==> src/sv/obcc_pkg.sv <==
`timescale 1ns / 1ps
// ----------------------------------------------------------------------------
// obcc_pkg: shared types and constants of the oriented box corner collision unit
// Holds the fixed-point format, the controller states and commands, and the
// command and status structures exchanged between controller and datapath.
// ----------------------------------------------------------------------------
package obcc_pkg;

    localparam int FRAC_BITS  = 16;
    localparam int NUM_MAT    = 12;
    localparam int NUM_LIM    = 6;
    localparam int WORD_LIM   = 12;
    localparam int NUM_WORDS  = 18;

    localparam int IN_DATA_W  = 264;
    localparam int OUT_DATA_W = 8;

    // Multiplier operands: A is the wide operand, B is shifted out bit by bit.
    localparam int A_W        = 67;
    localparam int B_W        = 33;
    localparam int MC_W       = A_W + B_W;
    localparam int ACC_W      = 104;
    localparam int MUL_STEPS  = B_W;
    localparam int MCNT_W     = $clog2(MUL_STEPS);
    localparam int SQRT_STEPS = 32;
    localparam int SCNT_W     = $clog2(SQRT_STEPS);
    localparam int DIV_STEPS  = 32 + FRAC_BITS;
    localparam int DCNT_W     = $clog2(DIV_STEPS);

    localparam int CAM_HALF   = 1 << (FRAC_BITS - 3);
    localparam int CAM_DROP   = (46 * (1 << FRAC_BITS) + 5) / 10;

    typedef enum logic [4:0] {
        S_IDLE, S_N_ABS, S_N_SHIFT, S_N_SQ_GO, S_N_SQ_RUN, S_N_SQRT_GO, S_N_SQRT_RUN,
        S_N_DIV_GO, S_N_DIV_RUN, S_N_DIV_ST, S_P_GO, S_P_RUN, S_P_ST, S_F_LD, S_F_GO,
        S_F_RUN, S_F_ST, S_C_CAM, S_D_GO, S_D_RUN, S_D_EVAL, S_D_HIT, S_DONE
    } t_state;

    typedef enum logic [3:0] {
        OP_NONE, OP_LOAD, OP_QLATCH, OP_ABS, OP_SHIFT, OP_MUL, OP_SQRT, OP_DIV,
        OP_DIV_ST, OP_PT_ST, OP_LD_P, OP_N_ST, OP_CAM, OP_EVAL, OP_HIT
    } t_op;

    typedef enum logic [1:0] {M_SQ, M_CORNER, M_CROSS, M_DOT} t_msel;

    typedef struct packed {
        t_op        op;
        t_msel      msel;
        logic       acc_clr;
        logic       vec;
        logic [2:0] k;
        logic [1:0] i;
        logic [2:0] f;
        logic [1:0] t;
    } t_cmd;

    typedef struct packed {
        logic zero;
        logic need_shift;
        logic mul_busy;
        logic mul_done;
        logic sqrt_done;
        logic div_done;
        logic is_query;
        logic hit;
    } t_status;

    typedef struct packed {
        logic [4:0]         word_index;
        logic signed [31:0] word_value;
        logic signed [31:0] cam_x;
        logic signed [31:0] cam_y;
        logic signed [31:0] cam_z;
        logic signed [31:0] fwd_x;
        logic signed [31:0] fwd_z;
        logic signed [31:0] right_x;
        logic signed [31:0] right_z;
    } t_item;

endpackage

==> src/sv/obcc_ctrl.sv <==
`timescale 1ns / 1ps
// ----------------------------------------------------------------------------
// obcc_ctrl: sequencing controller
// Walks a query through normalisation, object corners, face planes and the
// camera corner tests, issuing one datapath command per cycle.
// ----------------------------------------------------------------------------
module obcc_ctrl (
    input  logic              i_clk,
    input  logic              i_rst_n,
    input  logic              i_in_valid,
    input  logic              i_func,
    input  logic              i_out_free,
    input  obcc_pkg::t_status i_st,
    output logic              o_in_ready,
    output logic              o_emit,
    output obcc_pkg::t_cmd    o_cmd
);

    obcc_pkg::t_state r_state, n_state;
    logic       r_vec, n_vec;
    logic [2:0] r_k, n_k;
    logic [1:0] r_i, n_i;
    logic [2:0] r_f, n_f;
    logic [1:0] r_t, n_t;
    logic       w_accept;

    assign w_accept = i_in_valid && (r_state == obcc_pkg::S_IDLE);

    always_ff @(posedge i_clk) begin
        if (!i_rst_n) begin
            r_state <= obcc_pkg::S_IDLE;
            r_vec   <= 1'b0;
            r_k     <= '0;
            r_i     <= '0;
            r_f     <= '0;
            r_t     <= '0;
        end else begin
            r_state <= n_state;
            r_vec   <= n_vec;
            r_k     <= n_k;
            r_i     <= n_i;
            r_f     <= n_f;
            r_t     <= n_t;
        end
    end

    always_comb begin
        n_state = r_state;
        n_vec   = r_vec;
        n_k     = r_k;
        n_i     = r_i;
        n_f     = r_f;
        n_t     = r_t;
        unique case (r_state)
            obcc_pkg::S_IDLE: begin
                if (w_accept) begin
                    n_vec = 1'b0;
                    n_k   = '0;
                    n_i   = '0;
                    n_f   = '0;
                    n_t   = '0;
                    n_state = i_func ? obcc_pkg::S_N_ABS : obcc_pkg::S_DONE;
                end
            end
            obcc_pkg::S_N_ABS: n_state = obcc_pkg::S_N_SHIFT;
            obcc_pkg::S_N_SHIFT: begin
                if (i_st.zero) begin
                    n_state = obcc_pkg::S_DONE;
                end else if (!i_st.need_shift) begin
                    n_t     = '0;
                    n_state = obcc_pkg::S_N_SQ_GO;
                end
            end
            obcc_pkg::S_N_SQ_GO: n_state = obcc_pkg::S_N_SQ_RUN;
            obcc_pkg::S_N_SQ_RUN: begin
                if (i_st.mul_done) begin
                    if (r_t == 2'd0) begin
                        n_t     = 2'd1;
                        n_state = obcc_pkg::S_N_SQ_GO;
                    end else begin
                        n_t     = '0;
                        n_state = obcc_pkg::S_N_SQRT_GO;
                    end
                end
            end
            obcc_pkg::S_N_SQRT_GO: n_state = obcc_pkg::S_N_SQRT_RUN;
            obcc_pkg::S_N_SQRT_RUN: begin
                if (i_st.sqrt_done) n_state = obcc_pkg::S_N_DIV_GO;
            end
            obcc_pkg::S_N_DIV_GO: n_state = obcc_pkg::S_N_DIV_RUN;
            obcc_pkg::S_N_DIV_RUN: begin
                if (i_st.div_done) n_state = obcc_pkg::S_N_DIV_ST;
            end
            obcc_pkg::S_N_DIV_ST: begin
                if (r_t == 2'd0) begin
                    n_t     = 2'd1;
                    n_state = obcc_pkg::S_N_DIV_GO;
                end else begin
                    n_t = '0;
                    if (!r_vec) begin
                        n_vec   = 1'b1;
                        n_state = obcc_pkg::S_N_ABS;
                    end else begin
                        n_k     = '0;
                        n_i     = '0;
                        n_state = obcc_pkg::S_P_GO;
                    end
                end
            end
            obcc_pkg::S_P_GO: n_state = obcc_pkg::S_P_RUN;
            obcc_pkg::S_P_RUN: begin
                if (i_st.mul_done) begin
                    if (r_t < 2'd2) begin
                        n_t     = r_t + 2'd1;
                        n_state = obcc_pkg::S_P_GO;
                    end else begin
                        n_state = obcc_pkg::S_P_ST;
                    end
                end
            end
            obcc_pkg::S_P_ST: begin
                n_t = '0;
                if (r_i < 2'd2) begin
                    n_i     = r_i + 2'd1;
                    n_state = obcc_pkg::S_P_GO;
                end else begin
                    n_i = '0;
                    if (r_k < 3'd7) begin
                        n_k     = r_k + 3'd1;
                        n_state = obcc_pkg::S_P_GO;
                    end else begin
                        n_k     = '0;
                        n_f     = '0;
                        n_state = obcc_pkg::S_F_LD;
                    end
                end
            end
            obcc_pkg::S_F_LD: begin
                if (r_t < 2'd2) begin
                    n_t = r_t + 2'd1;
                end else begin
                    n_t     = '0;
                    n_i     = '0;
                    n_state = obcc_pkg::S_F_GO;
                end
            end
            obcc_pkg::S_F_GO: n_state = obcc_pkg::S_F_RUN;
            obcc_pkg::S_F_RUN: begin
                if (i_st.mul_done) begin
                    if (r_t == 2'd0) begin
                        n_t     = 2'd1;
                        n_state = obcc_pkg::S_F_GO;
                    end else begin
                        n_state = obcc_pkg::S_F_ST;
                    end
                end
            end
            obcc_pkg::S_F_ST: begin
                n_t = '0;
                if (r_i < 2'd2) begin
                    n_i     = r_i + 2'd1;
                    n_state = obcc_pkg::S_F_GO;
                end else begin
                    n_i = '0;
                    if (r_f < 3'd5) begin
                        n_f     = r_f + 3'd1;
                        n_state = obcc_pkg::S_F_LD;
                    end else begin
                        n_f     = '0;
                        n_k     = '0;
                        n_state = obcc_pkg::S_C_CAM;
                    end
                end
            end
            obcc_pkg::S_C_CAM: begin
                n_i     = '0;
                n_f     = '0;
                n_state = obcc_pkg::S_D_GO;
            end
            obcc_pkg::S_D_GO: n_state = obcc_pkg::S_D_RUN;
            obcc_pkg::S_D_RUN: begin
                if (i_st.mul_done) begin
                    if (r_i < 2'd2) begin
                        n_i     = r_i + 2'd1;
                        n_state = obcc_pkg::S_D_GO;
                    end else begin
                        n_state = obcc_pkg::S_D_EVAL;
                    end
                end
            end
            obcc_pkg::S_D_EVAL: begin
                n_i = '0;
                if (r_f < 3'd5) begin
                    n_f     = r_f + 3'd1;
                    n_state = obcc_pkg::S_D_GO;
                end else begin
                    n_f     = '0;
                    n_state = obcc_pkg::S_D_HIT;
                end
            end
            obcc_pkg::S_D_HIT: begin
                if (r_k < 3'd7) begin
                    n_k     = r_k + 3'd1;
                    n_state = obcc_pkg::S_C_CAM;
                end else begin
                    n_state = obcc_pkg::S_DONE;
                end
            end
            obcc_pkg::S_DONE: begin
                if (i_out_free) n_state = obcc_pkg::S_IDLE;
            end
            default: n_state = obcc_pkg::S_IDLE;
        endcase
    end

    always_comb begin
        o_cmd.op      = obcc_pkg::OP_NONE;
        o_cmd.msel    = obcc_pkg::M_SQ;
        o_cmd.acc_clr = 1'b0;
        o_cmd.vec     = r_vec;
        o_cmd.k       = r_k;
        o_cmd.i       = r_i;
        o_cmd.f       = r_f;
        o_cmd.t       = r_t;
        o_emit        = 1'b0;
        o_in_ready    = 1'b0;
        unique case (r_state)
            obcc_pkg::S_IDLE: begin
                o_in_ready = 1'b1;
                if (w_accept) o_cmd.op = i_func ? obcc_pkg::OP_QLATCH : obcc_pkg::OP_LOAD;
            end
            obcc_pkg::S_N_ABS: o_cmd.op = obcc_pkg::OP_ABS;
            obcc_pkg::S_N_SHIFT: begin
                if (!i_st.zero && i_st.need_shift) o_cmd.op = obcc_pkg::OP_SHIFT;
            end
            obcc_pkg::S_N_SQ_GO: begin
                o_cmd.op      = obcc_pkg::OP_MUL;
                o_cmd.msel    = obcc_pkg::M_SQ;
                o_cmd.acc_clr = (r_t == 2'd0);
            end
            obcc_pkg::S_N_SQRT_GO: o_cmd.op = obcc_pkg::OP_SQRT;
            obcc_pkg::S_N_DIV_GO:  o_cmd.op = obcc_pkg::OP_DIV;
            obcc_pkg::S_N_DIV_ST:  o_cmd.op = obcc_pkg::OP_DIV_ST;
            obcc_pkg::S_P_GO: begin
                o_cmd.op      = obcc_pkg::OP_MUL;
                o_cmd.msel    = obcc_pkg::M_CORNER;
                o_cmd.acc_clr = (r_t == 2'd0);
            end
            obcc_pkg::S_P_ST: o_cmd.op = obcc_pkg::OP_PT_ST;
            obcc_pkg::S_F_LD: o_cmd.op = obcc_pkg::OP_LD_P;
            obcc_pkg::S_F_GO: begin
                o_cmd.op      = obcc_pkg::OP_MUL;
                o_cmd.msel    = obcc_pkg::M_CROSS;
                o_cmd.acc_clr = (r_t == 2'd0);
            end
            obcc_pkg::S_F_ST:  o_cmd.op = obcc_pkg::OP_N_ST;
            obcc_pkg::S_C_CAM: o_cmd.op = obcc_pkg::OP_CAM;
            obcc_pkg::S_D_GO: begin
                o_cmd.op      = obcc_pkg::OP_MUL;
                o_cmd.msel    = obcc_pkg::M_DOT;
                o_cmd.acc_clr = (r_i == 2'd0);
            end
            obcc_pkg::S_D_EVAL: o_cmd.op = obcc_pkg::OP_EVAL;
            obcc_pkg::S_D_HIT:  o_cmd.op = obcc_pkg::OP_HIT;
            obcc_pkg::S_DONE:   o_emit   = i_out_free;
            default: o_cmd.op = obcc_pkg::OP_NONE;
        endcase
    end

endmodule

==> config.mk <==
export PLATFORM = sky130hd
export DESIGN_NAME = obcc_ctrl
export DESIGN_NICKNAME = d
export VERILOG_FILES = /design/src/sv/obcc_pkg.sv /design/src/sv/obcc_ctrl.sv
export SDC_FILE = /design/constraint.sdc
export NUM_CORES = 1
export LEC_CHECK = 0
export BUFFER_PORTS_ARGS = -buffer_cell sky130_fd_sc_hd__buf_4
export CAP_MARGIN = 40
export CORE_ASPECT_RATIO = 0.9
export CORE_MARGIN = 2
export CORE_UTILIZATION = 40
export DETAILED_ROUTE_END_ITERATION = 6
export SLEW_MARGIN = 20
export SYNTH_ARGS = -nofsm -noshare
export SYNTH_HDL_FRONTEND = slang
export SYNTH_SLANG_ARGS = --single-unit
==> constraint.sdc <==
create_clock -name i_clk -period 4.9 [get_ports i_clk]
set_input_delay 0.98 -clock i_clk [delete_from_list [all_inputs] [get_ports i_clk]]
set_output_delay 0.98 -clock i_clk [all_outputs]
set_load 0.05 [all_outputs]
==> impl_metrics.yaml, run 1 <==
cells_and_area:
  nets: 307
  num_antenna_cells: 0
  nFillCells: 481
  syn_to_final_growth_pct: 15.51
  layout-drive-gt1-share_pct: 17.07
synthesis:
  yosysWarnings: 0
  ys.flop_type: "dfxtp_1"
  avgSynthCellArea_sq_um: 6.734
  synth-seq-cells: 16
  synth_cells: 272
  ys_seq_area_share_pct: 17.49
  async_flop_share_pct: 0
  post_synth_num_cell_types: 58
  syn_area_sq_um: 1832
  syn-num-nets: 291
  synth_edf_count: 0
sta:
  slew_headroom_pct: 46.07
  setup_tns_ns: 0
  fmax_ghz: 0.3114
  fin_skew_ns: 0.01074
  fin_crit_ns: 3.211
  slew_viol_final: 0
  rsz0062_at_grt: "false"
  hold_violations: 0
  worst_slew_pin_slew_ns: 0.8078
  final-setup-viol-count: 0
  period_share_pct: 65.53
critical_path:
  r2r_end: "r_t[1]"
  r2r_start: "r_state[2]"
  crit_fanout: 32
  arrival_ns: 2.23
  path_class: "reg2out"
  ff2ff_path_depth: 7
  start_kind: "flip-flop"
  crit_path_end_kind: "primary output"
  cp_data_required_time_ns: 3.92
  r2r_slack_ns: 2.18
routing:
  dr.pass1.iters: 6
  drt_iter0_markers: 271
  routed_wl_um: 5973
  post-route-drc-count: 0
  vias: 2174
  vias_per_cell: 6.229
  ant_nets: 0
  post_drt_wl_per_cell_um: 17.11
grt:
  antenna_found_initial: 0
  grt.busiest_layer: "met1"
  grt_max_degree: 33
  grt_pass1_vias: 1854
  met1_usage_pct: 36.96
  grt_pass1_wl_um: 9528
  grt_usage_pct: 24.33
  overflow: 0
  grt_use_met3_pct: 2.651
  grt_use_met2_pct: 36.63
min_path:
  min_to: "r_f[1]"
  hold_path_class: "reg2reg"
  min_path_cells: 2
  hold_start: "r_f[1]"
floorplanning:
  core_sq_um: 4432
  die_x_um: 75.33
  die_area_sq_um: 5138
  die_h_um: 68.20
  start_util_pct: 41.33
  row_count: 23
  ios: 33
clock_network:
  cts-root-buf: "clkbuf_8"
  clock_path_buffers: 2
  cts_buffers: 3
  cts_tree: "done"
  cts_setup_buffers: 0
  htreeDepth: 1
  insertion_delay_ns: 0.27
  cts_hold_buf: 0
  post_cts_resized: 0
  numClockSinks: 16
  cts.clk_slew.worst_paths_ns: 0.08
placed_design:
  dp_hpwl_um: 4359
  gp_congestion: 0.9335
  io_buffers: 29
run_status:
  outcome: "complete, no violations"
power:
  total_power_w: 0.001257
  total_leakage_power_nw: 0.7865
  power_density_nw_per_um2: 594.0
  worst_ir_drop_vdd_mv: 0.3147
job:
  max_cap_viol_count: 0
[metrics by stage]
stage / util, % / instances / instance area [sq um] / setup WS [ns] / hold slack [ns]
5_1_grt: 47.74 / 349 / 2116 / 1.583 / 0.5342
3_5_place_dp: 46.50 / 345 / 2061 / 1.868 / 0.5041
3_3_place_gp: 46.50 / 345 / 2061 / 1.866 / 0.4896
2_1_floorplan: - / 272 / 1832 / 1.330 / 0.5368
4_1_cts: 47.74 / 349 / 2116 / 1.735 / 0.5152
6_report: 47.74 / 349 / 2116 / 1.689 / 0.5092
[Yosys cell counts (2+ instances only)]
cell       count  area share, %
a21oi_1       22            6.0
a211oi_1       6            2.5
ha_1           6            4.1
or2_2          4            1.4
o211a_1        2            1.1
o21ai_1        2           0.55
a2111oi_0      2           0.96
a31oi_1        2           0.68
o21a_1         2           0.82
and3_1         5            1.7
nand3_1       11            3.0
a221oi_1       2           0.96
mux2i_1        3            1.6
dfxtp_1       16             17
nand2b_1       9            3.1
nand2_1       20            4.1
o311ai_0       2           0.96
buf_2         11            3.0
nor2b_1        9            3.1
o21ba_2        2            1.1
nor3b_1        2           0.82
or3_1          5            1.7
o221ai_1       2           0.96
o211ai_1       2           0.82
buf_1          2           0.41
o21ai_0       19            5.2
mux2_2         2            1.2
nor2_1        24            4.9
nand3b_1       2           0.82
clkbuf_1       9            1.8
a22oi_1        3            1.2
o2111ai_1      2           0.96
nor3_1        16            4.4
o22ai_1        6            2.0
or4_1          2           0.82
nor4_1         3            1.0
inv_1         12            2.5
[area by class of cell]
cell class	instances	area (sq um)	area share [%]
Multi-Input combinational cell	220	1359	64.22
Sequential cell	16	320.3	15.14
Timing Repair Buffer	34	255.2	12.06
Tap cell	62	77.57	3.666
Clock buffer	4	55.05	2.602
Inverter	13	48.80	2.306
[placed cells by master, fill, tap and decap left out, types with 2 or more instances in the layout]
master	n
nand3_1	11
nand2b_1	9
nor3_1	16
ha_1	6
o22ai_1	6
o21a_1	2
o221ai_1	2
dfxtp_1	16
and3_1	5
a211oi_1	6
o2111ai_1	2
a2111oi_0	2
or4_1	2
nor4_1	3
o211a_1	2
mux2_2	2
o21ai_1	2
o311ai_0	2
a221oi_1	2
clkbuf_8	4
nand3b_1	2
or3_1	5
nor2_1	24
o21ai_0	19
nor3b_1	2
inv_1	12
or2_2	4
mux2i_1	3
nand2_1	20
o21ba_2	2
a21oi_1	22
nor2b_1	9
o211ai_1	2
a22oi_1	3
a31oi_1	2
buf_4	34
[power by group]
part	total (W)	switching [W]	leakage [nW]	internal, W
registers	0.000200	0.0000472	0.130	0.000153
clock network	0.000130	0.0000581	0.0288	0.0000716
logic	0.000927	0.000602	0.628	0.000325
total	0.00126	0.000708	0.787	0.000549
[state kept, by name (all words and copies together) (netlist names)]
register / count
r_state: 5
r_f: 3
r_k: 3
r_i: 2
r_t: 2
r_vec: 1
[cells by family (layout without fill, tap and decap cells)]
logic type,after synthesis,in the layout,share of synthesized area [%]
multiplexers,5,5,2.869
flip-flops,16,16,17.49
adder cells (fa/ha/maj),6,6,4.098
buffers and inverters,36,51,8.333
AO/OA/AOI/OAI,89,89,32.51
XOR/XNOR,1,1,0.4782
AND/OR/NAND/NOR,119,119,34.22
[metal layers]
layer,vias to the layer above,part of all wire [%]
met5,-,0
met3,7,9.0
met2,117,43
li1,1043,-
met1,1007,47
met4,0,0.85
[worst max path at each step]
| stage | startpoint | end | cells after the start |
|---|---|---|---|
| after floorplan | r_state[0] | o_cmd[14] | 5 |
| after global placement | i_st[7] | o_cmd[16] | 6 |
| after detailed placement | i_st[7] | o_cmd[16] | 6 |
| after CTS | r_state[0] | o_cmd[14] | 6 |
| after global routing | r_state[0] | o_cmd[14] | 6 |
| final | r_state[0] | o_cmd[14] | 6 |
[worst max-delay path: stages (launching register included)]
cell and delay [ns]:
dfxtp_1 0.35, buf_4 0.24, or3_1 0.53, nor2_1 0.27
nand2_1 0.14, o221ai_1 0.19, buf_4 0.24
(Power assumes the default switching activity.)
==> run 2, diff against run 1 <==
==> constraint.sdc (replaced) <==
create_clock -name i_clk -period 2.84 [get_ports i_clk]
set_input_delay 0.568 -clock i_clk [delete_from_list [all_inputs] [get_ports i_clk]]
set_output_delay 0.568 -clock i_clk [all_outputs]
set_load 0.05 [all_outputs]
==> run 2 against run 1 <==
Via count is 2.9% higher. Final cell count is 2.0% higher. Register-to-register slack worse by 1.6 ns. Clock power is 66% higher. Clock-buffer cell count stayed put. Sequential power is 73% higher. Non-clock buffer count is 7 higher. Critical endpoint unchanged.
==> impl_metrics.yaml, run 2 (synthesis gave the netlist of run 1 again) <==
sta:
  period_share_pct: 94.31
  fmax_ghz: 0.3733
  fin_crit_ns: 2.679
  worst_slew_pin_slew_ns: 0.6173
  final-setup-viol-count: 0
  hold_violations: 0
  fin_skew_ns: 0.005371
  fin_ws_ns: 0.1615
  slew_headroom_pct: 58.41
  rsz0062_at_grt: "false"
  slew_viol_final: 0
run_status:
  outcome: "complete, no violations"
power:
  p_int_w: 0.0009926
  pwr-share-clk_pct: 9.6
  switching_share_pct: 55.69
  p_sw_w: 0.001248
  power_density_nw_per_um2: 1027
  worst_ir_drop_vdd_mv: 0.5832
  combPwrFrac_pct: 74.9
  total_leakage_power_nw: 0.8246
  seq_power_share_pct: 15.5
floorplanning:
  ios: 33
  core_sq_um: 4432
  die_h_um: 68.20
  die_x_um: 75.33
  row_count: 23
  start_util_pct: 41.33
  die_area_sq_um: 5138
critical_path:
  crit_fanout: 14
  crit_start: "r_state[4]"
  arrival_ns: 2.11
  crit_path_end_kind: "primary output"
  endpoint: "o_cmd[14]"
  cp_slowest_stage_delay_ns: 0.53
  cp_num_cells: 5
  crit_chain: "or3_1 > nor2_1 > nand2_1 > o221ai_2 > buf_4"
  start_kind: "flip-flop"
  cp_data_required_time_ns: 2.27
  critical-path-top-delay-family: "simple AND/OR/NAND/NOR gates"
  crit_path_top_delay_cell: "or3_1"
  r2r_end: "r_t[1]"
  r2r_start: "r_state[4]"
  ff2ff_path_depth: 6
  path_class: "reg2out"
  crit_buf_inv: 1
  r2r_slack_ns: 0.56
cells_and_area:
  regMostFlops: "r_state"
  syn_to_final_growth_pct: 19.13
  layout-drive-gt1-share_pct: 19.73
  nFillCells: 488
  largest_reg_flops: 5
  nets: 314
  num_antenna_cells: 0
  top_regs: "r_state (5), r_f (3), r_k (3)"
  final_common_cell: "buf_4"
  final_cell_mix: "41 x buf_4, 24 x nor2_1, 22 x a21oi_1"
  finalNonFillerCells: 356
  design_area_sq_um: 2182
routing:
  post-route-drc-count: 0
  routed_wl_um: 6272
  vias_per_cell: 6.281
  vias: 2236
  drt_iter0_markers: 280
  post_drt_wl_per_cell_um: 17.62
  ant_nets: 0
  dr.pass1.iters: 5
grt:
  grt_pass1_wl_um: 10030
  met1_usage_pct: 39.70
  grt_max_degree: 27
  antenna_found_initial: 0
  grt_use_met2_pct: 36.41
  grt.busiest_layer: "met1"
  grt_pass1_vias: 1957
  grt_usage_pct: 26.14
  overflow: 0
  grt_use_met3_pct: 4.566
min_path:
  hold_path_class: "reg2reg"
  min_path_cells: 2
clock_network:
  insertion_delay_ns: 0.25
  cts_buffers: 3
  clock_path_buffers: 2
  post_cts_resized: 0
  htreeDepth: 1
  cts_setup_buffers: 0
  cts.clk_slew.worst_paths_ns: 0.08
  cts-root-buf: "clkbuf_8"
  cts_hold_buf: 0
  numClockSinks: 16
  cts_tree: "done"
placed_design:
  dpl_cell_area_sq_um: 2127
  gp_congestion: 0.9327
  io_buffers: 29
  dp_worst_setup_slack_ns: 0.4912
  place_inst: 352
  dp_hpwl_um: 4655
job:
  max_cap_viol_count: 0
==> run 2: changes by cell type in the layout (fill, tap and decap cells not counted), sizes merged <==
cell and change:
buf +7
==> run 2: worst min-delay path by stage <==
| stage | from | end | slack (ns) |
|---|---|---|---|
| global placement | r_f[1] | r_f[1] | 0.49 |
| global route | r_f[2] | r_f[2] | 0.56 |
| floorplan | r_vec | r_vec | 0.54 |
| CTS | r_f[1] | r_f[1] | 0.52 |
| detailed placement | r_f[1] | r_f[1] | 0.51 |
| finish | r_f[1] | r_f[1] | 0.52 |
==> run 2: metal layers <==
metal,routed length [um],up-vias,share of wire (%)
met3,627,11,10
li1,-,1062,-
met5,0,-,0
met1,2861,1028,46
met4,135,0,2.2
met2,2648,135,42
==> run 2: cell type report <==
type / instances / area [sq um] / share of cell area, %
timing repair buffer: 41 / 307.8 / 14.11
tap: 62 / 77.57 / 3.555
sequential: 16 / 320.3 / 14.68
multi-input combinational: 220 / 1373 / 62.90
inverter: 13 / 48.80 / 2.236
clock buffer: 4 / 55.05 / 2.523
==> run 2: worst register-to-register path, cell delays in order, from the launching register on <==
cell	delay (ns)
dfxtp_1	0.65
or3_1	0.36
nor3_1	0.14
a2111oi_2	0.30
o21ai_1	0.19
or4_1	0.43
a21oi_1	0.13
==> run 2: power groups by stage <==
stage          logic (W)  clock network [W]  registers, W
6_report         0.00168           0.000216      0.000347
5_1_grt          0.00182           0.000233      0.000355
4_1_cts          0.00165           0.000223      0.000343
3_5_place_dp     0.00165                  0      0.000348
3_3_place_gp     0.00165                  0      0.000350
2_1_floorplan    0.00122                  0      0.000348
==> run 2: metrics by stage <==
| step | total power [W] | hold slack [ns] | setup TNS [ns] | utilization, % |
|---|---|---|---|---|
| after CTS | 0.002221 | 0.5163 | 0 | 49.24 |
| after global routing | 0.002408 | 0.5578 | 0 | 49.24 |
| final | 0.002240 | 0.5156 | 0 | 49.24 |
| after detailed placement | 0.001995 | 0.5055 | 0 | 48.00 |
| after floorplan | 0.001565 | 0.5368 | -0.04627 | - |
| after global placement | 0.002001 | 0.4885 | 0 | 48.00 |
